**src/rtl/bpa_pkg.sv**
```systemverilog
// Shared types and constants for the two-class block pool allocator.
`default_nettype none
package bpa_pkg;

    localparam int REQ_BYTES_W = 16;
    localparam int CLASS_MAX_W = 12;
    localparam int INDEX_W     = 4;

    localparam logic OP_ALLOC = 1'b0;
    localparam logic OP_FREE  = 1'b1;

    localparam logic POOL_SMALL  = 1'b0;
    localparam logic POOL_MEDIUM = 1'b1;

    localparam logic [0:0] CFG_SMALL_MAX  = 1'b0;
    localparam logic [0:0] CFG_MEDIUM_MAX = 1'b1;

    typedef enum logic [2:0] {
        ST_GRANTED   = 3'd0,
        ST_RELEASED  = 3'd1,
        ST_TOO_LARGE = 3'd2,
        ST_EMPTY     = 3'd3,
        ST_IDLE_FREE = 3'd4
    } status_t;

    typedef struct packed {
        logic                   opcode;
        logic [REQ_BYTES_W-1:0] request_bytes;
        logic                   free_pool;
        logic [INDEX_W-1:0]     free_index;
    } req_t;

    typedef struct packed {
        status_t            status;
        logic               grant_pool;
        logic [INDEX_W-1:0] grant_index;
    } result_t;

    typedef struct packed {
        logic [CLASS_MAX_W-1:0] small_max;
        logic [CLASS_MAX_W-1:0] medium_max;
    } cfg_t;

endpackage
`default_nettype wire

```
**src/rtl/bpa_pool_state.sv**
```systemverilog
// Free lists, in-use flags and the combinational allocate/free decision.
`default_nettype none
module bpa_pool_state #(
    parameter int BLOCKS_PER_POOL = 16
) (
    input  wire logic            aclk,
    input  wire logic            aresetn,
    input  wire logic            exec,
    input  wire bpa_pkg::req_t   req,
    input  wire bpa_pkg::cfg_t   cfg,
    output bpa_pkg::result_t     res
);
    import bpa_pkg::*;

    localparam int LW = $clog2(BLOCKS_PER_POOL + 1);
    localparam int IW = $clog2(BLOCKS_PER_POOL);
    localparam logic [LW-1:0] END_MARK = LW'(BLOCKS_PER_POOL);

    logic [LW-1:0] head_reg    [2];
    logic [LW-1:0] head_next   [2];
    logic [LW-1:0] link_reg    [2][BLOCKS_PER_POOL];
    logic [LW-1:0] link_next   [2][BLOCKS_PER_POOL];
    logic          in_use_reg  [2][BLOCKS_PER_POOL];
    logic          in_use_next [2][BLOCKS_PER_POOL];

    logic          sel_pool;
    logic          too_large;
    logic [LW-1:0] head_sel;
    logic [IW-1:0] head_idx;
    logic [IW-1:0] fidx;
    logic          fidx_ok;

    assign head_sel = head_reg[sel_pool];
    assign head_idx = head_sel[IW-1:0];
    assign fidx     = IW'(req.free_index);
    assign fidx_ok  = int'(req.free_index) < BLOCKS_PER_POOL;

    always_comb begin
        sel_pool  = POOL_SMALL;
        too_large = 1'b0;
        priority if (req.request_bytes <= REQ_BYTES_W'(cfg.small_max)) begin
            sel_pool = POOL_SMALL;
        end else if (req.request_bytes <= REQ_BYTES_W'(cfg.medium_max)) begin
            sel_pool = POOL_MEDIUM;
        end else begin
            too_large = 1'b1;
        end
    end

    always_comb begin
        head_next   = head_reg;
        link_next   = link_reg;
        in_use_next = in_use_reg;
        res.status      = ST_IDLE_FREE;
        res.grant_pool  = req.free_pool;
        res.grant_index = req.free_index;
        if (req.opcode == OP_ALLOC) begin
            if (too_large) begin
                res.status      = ST_TOO_LARGE;
                res.grant_pool  = 1'b0;
                res.grant_index = '0;
            end else if (head_sel >= END_MARK) begin
                res.status      = ST_EMPTY;
                res.grant_pool  = sel_pool;
                res.grant_index = '0;
            end else begin
                res.status      = ST_GRANTED;
                res.grant_pool  = sel_pool;
                res.grant_index = INDEX_W'(head_sel);
                if (exec) begin
                    head_next[sel_pool]             = link_reg[sel_pool][head_idx];
                    in_use_next[sel_pool][head_idx] = 1'b1;
                end
            end
        end else if (fidx_ok && in_use_reg[req.free_pool][fidx]) begin
            res.status = ST_RELEASED;
            if (exec) begin
                in_use_next[req.free_pool][fidx] = 1'b0;
                link_next[req.free_pool][fidx]   = head_reg[req.free_pool];
                head_next[req.free_pool]         = LW'(fidx);
            end
        end
    end

    always_ff @(posedge aclk) begin
        if (!aresetn) begin
            for (int p = 0; p < 2; p++) begin
                head_reg[p] <= '0;
                for (int i = 0; i < BLOCKS_PER_POOL; i++) begin
                    link_reg[p][i]   <= LW'(i + 1);
                    in_use_reg[p][i] <= 1'b0;
                end
            end
        end else begin
            head_reg   <= head_next;
            link_reg   <= link_next;
            in_use_reg <= in_use_next;
        end
    end

    // a grant never hands out a block that is already taken
    assert property (@(posedge aclk) disable iff (!aresetn)
        exec && res.status == ST_GRANTED |-> !in_use_reg[res.grant_pool][head_idx])
        else $error("granted block already in use");

    // a released block becomes the head of its pool
    assert property (@(posedge aclk) disable iff (!aresetn)
        exec && res.status == ST_RELEASED
        |=> head_reg[$past(req.free_pool)] == LW'($past(fidx)))
        else $error("released block not at list head");

    // heads never point past the end mark
    assert property (@(posedge aclk) disable iff (!aresetn)
        head_reg[0] <= END_MARK && head_reg[1] <= END_MARK)
        else $error("free list head out of range");

    // a released block is marked free afterwards
    assert property (@(posedge aclk) disable iff (!aresetn)
        exec && res.status == ST_RELEASED |=> !in_use_reg[$past(req.free_pool)][$past(fidx)])
        else $error("released block still marked in use");

endmodule
`default_nettype wire

```
**src/rtl/two_class_block_pool_allocator_core.sv**
```systemverilog
// Top level: request/result stream registers, class limit registers, pool state.
//
// Usage:
//   Requests arrive on the s_ stream: s_tuser is the opcode (0 allocate, 1 free),
//   s_tdata carries the byte count and, for a free, the pool and block index.
//   Every request yields exactly one result on the m_ stream: m_tuser is the
//   status code, m_tdata the pool and block index that was granted or released.
//   A request taken into the input register is processed combinationally out of
//   it, and its result is registered in the output register.
//   Throughput is one request per cycle while the receiver does not stall; each
//   granted or released request is a single pop or push on the per-pool link
//   table and head, done combinationally between the input and output registers.
//   When the receiver stalls, the result is held in the output register and
//   one more request waits in the input register; s_tready then drops.
//   Reset chains every pool as 0,1,2,... with all blocks free and loads the
//   class limits with 64 and 128 bytes. The user must write the limits via the
//   cfg_ port only while no request is in flight; the block does not enforce it.
`default_nettype none
module two_class_block_pool_allocator_core #(
    parameter int BLOCKS_PER_POOL = 16
) (
    input  wire logic        aclk,
    input  wire logic        aresetn,
    input  wire logic        s_tvalid,
    output logic             s_tready,
    input  wire logic [23:0] s_tdata,   // request_bytes[15:0], free_pool[16], free_index[20:17]
    input  wire logic        s_tuser,   // opcode
    output logic             m_tvalid,
    input  wire logic        m_tready,
    output logic [7:0]       m_tdata,   // grant_pool[0], grant_index[4:1]
    output logic [2:0]       m_tuser,   // status
    input  wire logic        cfg_wr_en,
    input  wire logic [0:0]  cfg_addr,
    input  wire logic [11:0] cfg_wdata
);
    import bpa_pkg::*;

    logic    in_valid_reg, in_valid_next;
    logic    out_valid_reg, out_valid_next;
    req_t    req_reg;
    result_t res_reg;
    result_t res;
    cfg_t    cfg_reg;
    logic    s_accept;
    logic    advance;

    assign advance  = in_valid_reg && (!out_valid_reg || m_tready);
    assign s_tready = !in_valid_reg || advance;
    assign s_accept = s_tvalid && s_tready;

    assign in_valid_next  = s_accept ? 1'b1 : (advance ? 1'b0 : in_valid_reg);
    assign out_valid_next = advance ? 1'b1 : (m_tready ? 1'b0 : out_valid_reg);

    always_ff @(posedge aclk) begin
        if (!aresetn) begin
            in_valid_reg  <= 1'b0;
            out_valid_reg <= 1'b0;
        end else begin
            in_valid_reg  <= in_valid_next;
            out_valid_reg <= out_valid_next;
        end
    end

    always_ff @(posedge aclk) begin
        if (s_accept) begin
            req_reg.opcode        <= s_tuser;
            req_reg.request_bytes <= s_tdata[15:0];
            req_reg.free_pool     <= s_tdata[16];
            req_reg.free_index    <= s_tdata[20:17];
        end
        if (advance) begin
            res_reg <= res;
        end
    end

    always_ff @(posedge aclk) begin
        if (!aresetn) begin
            cfg_reg.small_max  <= 12'd64;
            cfg_reg.medium_max <= 12'd128;
        end else if (cfg_wr_en) begin
            unique case (cfg_addr)
                CFG_SMALL_MAX:  cfg_reg.small_max  <= cfg_wdata;
                CFG_MEDIUM_MAX: cfg_reg.medium_max <= cfg_wdata;
            endcase
        end
    end

    bpa_pool_state #(
        .BLOCKS_PER_POOL(BLOCKS_PER_POOL)
    ) u_pool_state (
        .aclk    (aclk),
        .aresetn (aresetn),
        .exec    (advance),
        .req     (req_reg),
        .cfg     (cfg_reg),
        .res     (res)
    );

    assign m_tvalid = out_valid_reg;
    assign m_tuser  = res_reg.status;
    assign m_tdata  = {3'b000, res_reg.grant_index, res_reg.grant_pool};

endmodule
`default_nettype wire
```
**config.mk**
```make
export PLATFORM = sky130hd
export DESIGN_NAME = two_class_block_pool_allocator_core
export DESIGN_NICKNAME = d
export VERILOG_FILES = /design/src/rtl/bpa_pkg.sv /design/src/rtl/bpa_pool_state.sv /design/src/rtl/two_class_block_pool_allocator_core.sv
export SDC_FILE = /design/constraint.sdc
export NUM_CORES = 1
export LEC_CHECK = 0
export BUFFER_PORTS_ARGS = -buffer_cell sky130_fd_sc_hd__buf_2
export CORE_MARGIN = 2
export CORE_UTILIZATION = 40
export CTS_CLUSTER_DIAMETER = 100
export DETAILED_ROUTE_END_ITERATION = 10
export PLACE_DENSITY_LB_ADDON = 0.08
export SYNTH_ARGS = -nofsm -noshare
export SYNTH_HDL_FRONTEND = slang
export SYNTH_HIERARCHICAL = 1
export SYNTH_SLANG_ARGS = --single-unit
```
**constraint.sdc**
```tcl
create_clock -name aclk -period 3.7 [get_ports aclk]
set_input_delay 0.37 -clock aclk [delete_from_list [all_inputs] [get_ports aclk]]
set_output_delay 0.37 -clock aclk [all_outputs]
set_load 0.005 [all_outputs]
```
==> flow_results.org, run 1 <==
** Outcome
- Status :: complete, no violations

** Worst setup path
- For the worst setup path, the data arrival time is 3840 ps.
- The worst register-to-register path begins at req_reg[1].
- For the worst flop-to-flop path, the logic depth is 7.
- The worst setup path is captured at a register.
- STA classifies the critical path startpoint as a register.
- Slowest stage cell, crit path :: edfxtp_1
- Required time worst endpoint :: 4150 ps
- Setup Crit Path Kind :: register to register
- Setup slack, reg-to-reg :: 300 ps
- Destination of the worst register-to-register timing path :: u_pool_state/in_use_reg[23]
- Delay of the slowest cell on the worst path :: 800 ps
- Walking the worst path, the cells encountered are mux4_1 > a22oi_1 > nor2_1 > nor3_1 > nor2_1 > nand2_1 > o41ai_1.
- Most used cell along the critical path :: nor2_1
- In this run the worst path has a maximum fanout of 12.

** Layout
- After routing the design area is 13,800 µm².
- Cells fill 46.7% of the core in the end.
- Final antenna diode count :: 0
- Summing all flip-flop and latch instances after layout gives 5470 µm².
- Area growth syn-to-layout :: 15.8%
- Flip-flop count of the largest register after layout :: 160
- The final layout contains 1,272 nets.
- After filler insertion, the fill cell instance count of the layout stands at 2,797.
- The post-route netlist has about 18% of its cells at a drive strength greater than 1.
- The multi-input combinational cells in the finished layout cover a total of slightly below 6000 µm².

** Global routing
- Total gr overflow :: 0
- The number of antenna violations at the first check in global routing came to 0.
- First-pass GRT wire length :: between 50 and 60 mm
- The number of global-route vias before repair was 8,606.
- Maximum number of pins on one net before global-route repair :: between 60 and 70
- Global routing used between 20% and 30% of the available tracks across all layers.

** Yosys
- Register area share after synthesis :: 46.0%
- Yosys reg bits :: 258
- By area, the combinational part of the netlist is dominated by multiplexers.
- The most common cell in the synthesized netlist is dfxtp_1.
- Cell accounting for the most synthesized area :: dfxtp_1
- During synthesis, Yosys emitted a total of 6 warnings.
- The portion of synthesized area spent on multiplexers is 17.8%.
- The commonest cells after synthesis are 228 x dfxtp_1, 95 x nand2_1, 90 x mux2i_1, 75 x nor2_1, 65 x nand3_1.
- Post-synth EDFFs :: 30
- Post-synthesis share of cell area spent on full adders, half adders and majority gates :: 2.53%
- After synthesis the cells add up to between 10,000 and 15,000 µm².
- Post-synth top flop :: dfxtp_1
- The synthesized netlist devotes between 10% and 20% of its cell area to compound gates.
- Post-synth ARST share :: 0%
- In the post-synthesis netlist, the biggest area contributors are dfxtp_1 38%, mux4_2 9.5%, edfxtp_1 7.6%.
- Share of the synthesized netlist area taken by xor and xnor gates :: 0%
- Post-synthesis cell type count :: 68
- Syn_area_per_cell :: 10.3 µm²
- Synthesized instance count :: 1,159
- Simple-Gate Fraction of Synth Area :: roughly 17%
- After synthesis, the largest area contributor takes up 38.4% of total cell area.

** Hold path
- Hold wc startpoint :: cfg_wdata[7]
- Along the worst hold path, the cell count comes to 3.
- In this run the worst hold path is classified as input port to register.
- The path with the worst hold slack has its endpoint at cfg_reg[7].

** Clock network
- The tree is rooted in a clkbuf_16.
- In this run the number of H-tree levels came out at 1.
- TritonCTS built the clock tree.
- Counting along the longest clock path gives a buffer depth of 3.
- Cts bufs inserted :: 29
- Setup fix buffers added after clock tree synthesis :: 0
- CTS sink cnt :: around 260
- Clock latency on the worst-skew pair, taken at its later pin, is ~560 ps.
- Clock-pin slew was measured on the worst setup and hold paths at roughly 60 ps.

** Place
- Placed Instance Area :: 12,500 µm²
- Buffers placed on the I/O ports in this run total 49.
- Placed wire-length estimate after detailed placement :: between 20 and 25 mm
- Routability-driven placement finished with a final weighted congestion of between 0.7 and 0.8.

** Floorplanning
- Rows :: 63
- The floorplan step defined a die boundary enclosing 31,100 µm².
- The floorplan step set the die width to 176 µm.
- I/O pin total :: 56
- Area of the core :: between 20,000 and 30,000 µm²
- For this configuration, the core starts out at a cell density of 40.3%.
- Die height :: 176 µm

** Job
- Max-cap violations :: 0

** Routing
- Total length of routed met3 wires :: 1.84 mm
- 1st-pass router iterations :: 5
- Detailed routing placed a total of 14.9 mm of wire on met2.
- Wirelength per Cell :: 20.9 µm
- The detailed router put a total of around 16 mm of wire on met1.
- In this run the remaining antenna-violating nets after routing total 0.
- Via count :: 8,919
- The highest metal layer carrying signal wires in the routed design is met4.
- DRC violation total after the first TritonRoute iteration :: between 600 and 700
- For this block, the routed nets add up to 33.8 mm of wire.
- Routed vias/inst :: 5.51
- In the routed design, unresolved DRC markers number 0.

** STA
- Number of max-slew violations in the final report :: 0
- The number of endpoints with negative hold slack in the final report came to 0.
- Aggregate negative setup slack :: 0 ps
- Based on the critical path, the design can be clocked at up to around 290 MHz.
- Setup violations remaining at the end of the flow were counted as 0.
- Setup repair after global routing left no endpoint under its margin.
- For the final database, setup skew stands at roughly 16 ps.
- For the pin with the worst max-slew slack, the measured transition is 1200 ps.
- Of the available clock period, the critical path in the final layout requires just over 90%.
- Slew HR :: 19.2%
- Final Critical Period :: 3400 ps

** Power and ir drop
- Lkg Pwr :: approximately 5 nW
- Worst vdd rail ir drop :: 0.389 mV
- Pwr per Cell Area :: 455 nW/µm²
## what timing repair did
item                                   in CTS  in global routing
gates resized for setup                     0                  0
endpoints found under the hold margin      22                  0
hold buffers                               22                  0
## routing by layer
metal,global-route usage [%],vias to the layer above
li1,-,4347
met1,32.2,4324
met2,34.3,209
met3,3.55,39
met4,4.86,0
met5,0,-
## per-stage QoR
step / power, mW / cells / setup slack, ps / hold slack [ps]
2_1_floorplan: 3.18 / 1161 / 1080 / 428
3_3_place_gp: 3.30 / 1542 / 364 / 439
3_5_place_dp: 3.30 / 1542 / 357 / 446
4_1_cts: 6.34 / 1618 / 318 / 63.0
5_1_grt: 6.50 / 1618 / 65.8 / 76.6
6_report: 6.27 / 1618 / 304 / 82.8
## cell type report
type,instances,area share (%)
clock buffers,48,6.75
clock inverters,6,0.627
inverters,36,0.982
multi-input cells,766,42.4
flip-flops and latches,258,39.7
well taps,390,3.54
repair buffers,114,6.02
## critical path, delay by kind of cell (launching register included)
family	cells	cell delay, ps
mux	1	480
compound gates	2	570
flops	1	800
simple gates	4	1410
## cells by family (layout without fill, tap and decap cells)
group / count (synthesis) / count (layout)
DFF: 258 / 258
adders and majority gates: 24 / 24
AOI/OAI and AO/OA: 219 / 219
buffers and inverters: 137 / 204
and+or+nand+nor: 376 / 376
muxes: 144 / 144
other: 1 / 3
## how the worst max path moves through the flow
stage / to / cells past startpoint / start / slack, ps
2_1_floorplan: u_pool_state/in_use_reg[31] / 9 / req_reg[1] / 1080
3_3_place_gp: u_pool_state/link_reg[159] / 8 / req_reg[1] / 360
3_5_place_dp: u_pool_state/link_reg[159] / 8 / req_reg[1] / 360
4_1_cts: u_pool_state/link_reg[159] / 8 / req_reg[1] / 320
5_1_grt: u_pool_state/in_use_reg[27] / 7 / req_reg[1] / 70
6_report: u_pool_state/in_use_reg[23] / 7 / req_reg[1] / 300
## placed cells by master (no fill, tap or decap), drive strengths merged, types with 4 or more instances in the layout
cell type / n
o211ai: 12
mux4: 53
mux2i: 90
nand4: 12
o21a: 4
ha: 24
o21ai: 67
nor3: 51
nand2b: 11
o41ai: 4
nand3b: 7
nor2: 75
a211oi: 22
nor2b: 5
clkbuf: 48
nor3b: 6
nand2: 95
dfxtp: 228
or3: 8
inv: 37
buf: 92
dlygate4sd3: 22
a21oi: 62
or4: 13
o31ai: 9
and2: 10
nor4: 12
o22ai: 8
nand3: 65
edfxtp: 30
## power breakdown
part           internal [mW]  switching, mW
registers               2.87         0.0357
clock network           1.84           1.16
logic                  0.132          0.224
total                   4.85           1.42
Note: power is estimated with default switching activity, not from simulation.
==> inputs of run 2 (changes only) <==
==> constraint.sdc (replaced) <==
create_clock -name aclk -period 3.7 [get_ports aclk]
set_input_delay 0.74 -clock aclk [delete_from_list [all_inputs] [get_ports aclk]]
set_output_delay 0.74 -clock aclk [all_outputs]
set_load 0.005 [all_outputs]
==> run 2 against run 1 <==
Net effect:
- cell area is 2.1% lower
- highest routed layer unchanged
- clock skew is 2.7 ps lower
- maximum frequency is 3.1% higher
- non-clock buffer count is 16 lower
- clock-buffer cell count is 7 lower
- die area stayed put
- largest cell class unchanged
- sequential share of layout area is 0.86 points higher
- via count is 0.11% lower
- wire length hardly changed
==> flow_results.org, run 2 (same netlist as run 1, synthesis figures left out) <==
** STA
- The period utilization is 89.0% (-2.7 points).
- The setup TNS was 0 ps (unchanged).
- Final count of hold timing violations :: 0 (unchanged)
- The final setup violation count is 0 (unchanged).
- Maximum achievable frequency :: 304 MHz (+3.1%)
- Setup repair after global routing left no endpoint under its margin.
- The shortest period the worst path allows is 3290 ps (-101 ps).
- The count of pins over their slew limit came to 0 (unchanged).
- The worst setup skew after layout came to 12.9 ps (-2.71 ps).
- Slew HR :: 23.0% (+3.8 points)
- Worst-margin pin slew :: 1150 ps (-56.7 ps)

** Floorplanning
- The effective utilization at floorplan came to 40.3% (unchanged).
- The height of the chip was 176 µm (unchanged).
- The number of top-level pins was 56 (unchanged).
- Rows :: 63 (unchanged)
- Die Footprint :: 31,100 µm² (unchanged)
- Die span in x :: 176 µm (unchanged)
- The core footprint was 29,500 µm² (unchanged).

** Layout
- Most frequent cells in the layout :: 227 x dfxtp_1, 95 x nand2_1, 90 x mux2i_1
- Compared with the post-synthesis result, the final layout area differs by 13.4%.
- Leaving out fill and tap cells, the most frequent cell in the layout is dfxtp_1.
- Flip-flop count of the largest register after layout :: 160 (unchanged)
- Final net count :: 1,257 (-1.2%)
- The share of layout cells above drive strength 1 was 18.2% (+0.39 points).
- The number of inserted diodes was 0 (unchanged).

** Routing
- Number of routed nets with antenna violations :: 0 (unchanged)
- Via count :: 8,909 (-0.11%)
- DRC viols :: 0 (unchanged)
- The average wire per standard cell is 21.1 µm (+0.96%).
- The post-detailed-route via-to-cell ratio is 5.56 (+0.82%).
- DRC violation total after the first TritonRoute iteration :: 529 (-15%)
- The iteration count of the initial detailed-routing pass was 5 (unchanged).
- Routed wire length :: 33.8 mm (about the same)

** Hold path
- The worst hold path belongs to the class input port to register.

** Worst setup path
- STA classifies the critical path endpoint as a register.
- Gate family responsible for the most delay along the worst path :: multiplexers
- The data required time of the critical path is 4110 ps (-40 ps).
- Data arrival time of the critical path :: 3710 ps (-130 ps)
- The number of buffer and inverter instances along the worst setup path was 1 (+1).
- Type of origin of the critical path :: register
- Walking the worst path, the cells encountered are mux4_2 > a32oi_1 > o211ai_2 > o311ai_2 > buf_4 > or3_1 > mux2i_1 > nor2_1.
- By startpoint and endpoint, the worst setup path is classified as register to register.
- The largest individual stage delay along the critical path comes from the cell edfxtp_1.
- The critical path's largest stage delay was 730 ps (-70 ps).
- Biggest fanout along the worst timing path :: 18 (+6)

** Place
- Placed wire-length estimate after detailed placement :: 23.3 mm (+2.5%)
- Final Wtd Congestion :: 0.787 (+0.98%)
- Input/output buffers :: 49 (unchanged)

** Clock network
- H-tree levels :: 1 (unchanged)
- CTS Hold Bufs :: 0 (-100%)
- Setup fix buffers added after clock tree synthesis :: 0 (unchanged)
- The clock tree buffer depth was 3 (unchanged).
- Cts bufs inserted :: 30 (+3.4%)
- CTS sink cnt :: 258 (unchanged)
- The clock latency at the later pin of the worst-skew pair was 560 ps (about the same).
- Post-CTS Resized :: 0 (unchanged)
- Clock tree from TritonCTS :: built
- CTS Root Buffer Type :: clkbuf_16
- The clock input transition at the sequential cells of the worst setup and hold paths came to 60 ps (about the same).

** Global routing
- The first-pass GRT wire length is 52.4 mm (-0.14%).
- The number of global-route vias before repair is 8,656 (+0.58%).
- The pin count of the biggest net entering global routing was 63 (-1.6%).
- Global routing usage summed across all routing layers :: 22.0% (-0.045 points)
- The global route total overflow is 0 (unchanged).
- Antenna violations before repair :: 0 (unchanged)

** Job
- The number of violations of the max-capacitance limit was 0 (unchanged).

** Power and ir drop
- The worst vdd rail ir drop is 0.382 mV (-2.0%).
- Lkg Pwr :: 4.89 nW (-2.4%)
- Pwr per Cell Area :: 445 nW/µm² (-2.3%)
- Total power after layout :: 6.00 mW (-4.3%)

** Outcome
- The flow ran to the end, and the final reports show no timing, DRC or antenna violations.
-- run 2: cell count changes in the layout (fill, tap and decap cells not counted), sizes merged --
cell         delta
inv             -1
clkinv         +10
buf             +6
bufinv          -2
clkbuf          -7
dlygate4sd3    -22
clkinvlp        +1
-- run 2: through the flow --
| stage | instances | hold WS, ps | instance area (µm²) | util [%] | setup slack, ps |
|---|---|---|---|---|---|
| 3_3_place_gp | 1548 | 437 | 12600 | 42.6 | 461 |
| 3_5_place_dp | 1548 | 447 | 12600 | 42.6 | 454 |
| 4_1_cts | 1603 | 336 | 13500 | 45.7 | 413 |
| 6_report | 1603 | 363 | 13500 | 45.7 | 406 |
| 5_1_grt | 1603 | 342 | 13500 | 45.7 | 149 |
| 2_1_floorplan | 1161 | 428 | 11900 | - | 898 |
-- run 2: cell type report --
type | instances | area [µm²]
Clock buffer | 41 | 843
Tap cell | 390 | 488
Timing Repair Buffer | 98 | 641
Sequential cell | 258 | 5470
Multi-Input combinational cell | 766 | 5830
Clock inverter | 14 | 67.6
Fill cell | 2838 | 16000
Inverter | 36 | 135
-- run 2: worst paths after layout --
| kind | start | end | slack [ps] | depth (start not counted) |
|---|---|---|---|---|
| hold / removal | s_tdata[19] | req_reg[2] | 360 | 1 |
| setup / recovery | req_reg[4] | u_pool_state/link_reg[124] | 410 | 8 |
| hold reg to reg | u_pool_state/link_reg[18] | u_pool_state/link_reg[18] | 460 | 2 |
| setup reg to reg | req_reg[4] | u_pool_state/link_reg[124] | 410 | 8 |
-- run 2: power by group --
part	internal [mW]	leakage, nW	switching, mW
sequential	2.87	2.13	0.0370
combinational	0.118	2.31	0.218
clock	1.58	0.445	1.17
-- run 2: per-layer routing --
layer / vias up / routed length [µm] / global-route usage [%]
met3: 40 / 1660 / 3.75
met1: 4372 / 16500 / 31.8
met5: - / 0 / 0
li1: 4320 / - / -
met2: 177 / 15000 / 34.2
met4: 0 / 646 / 5.30
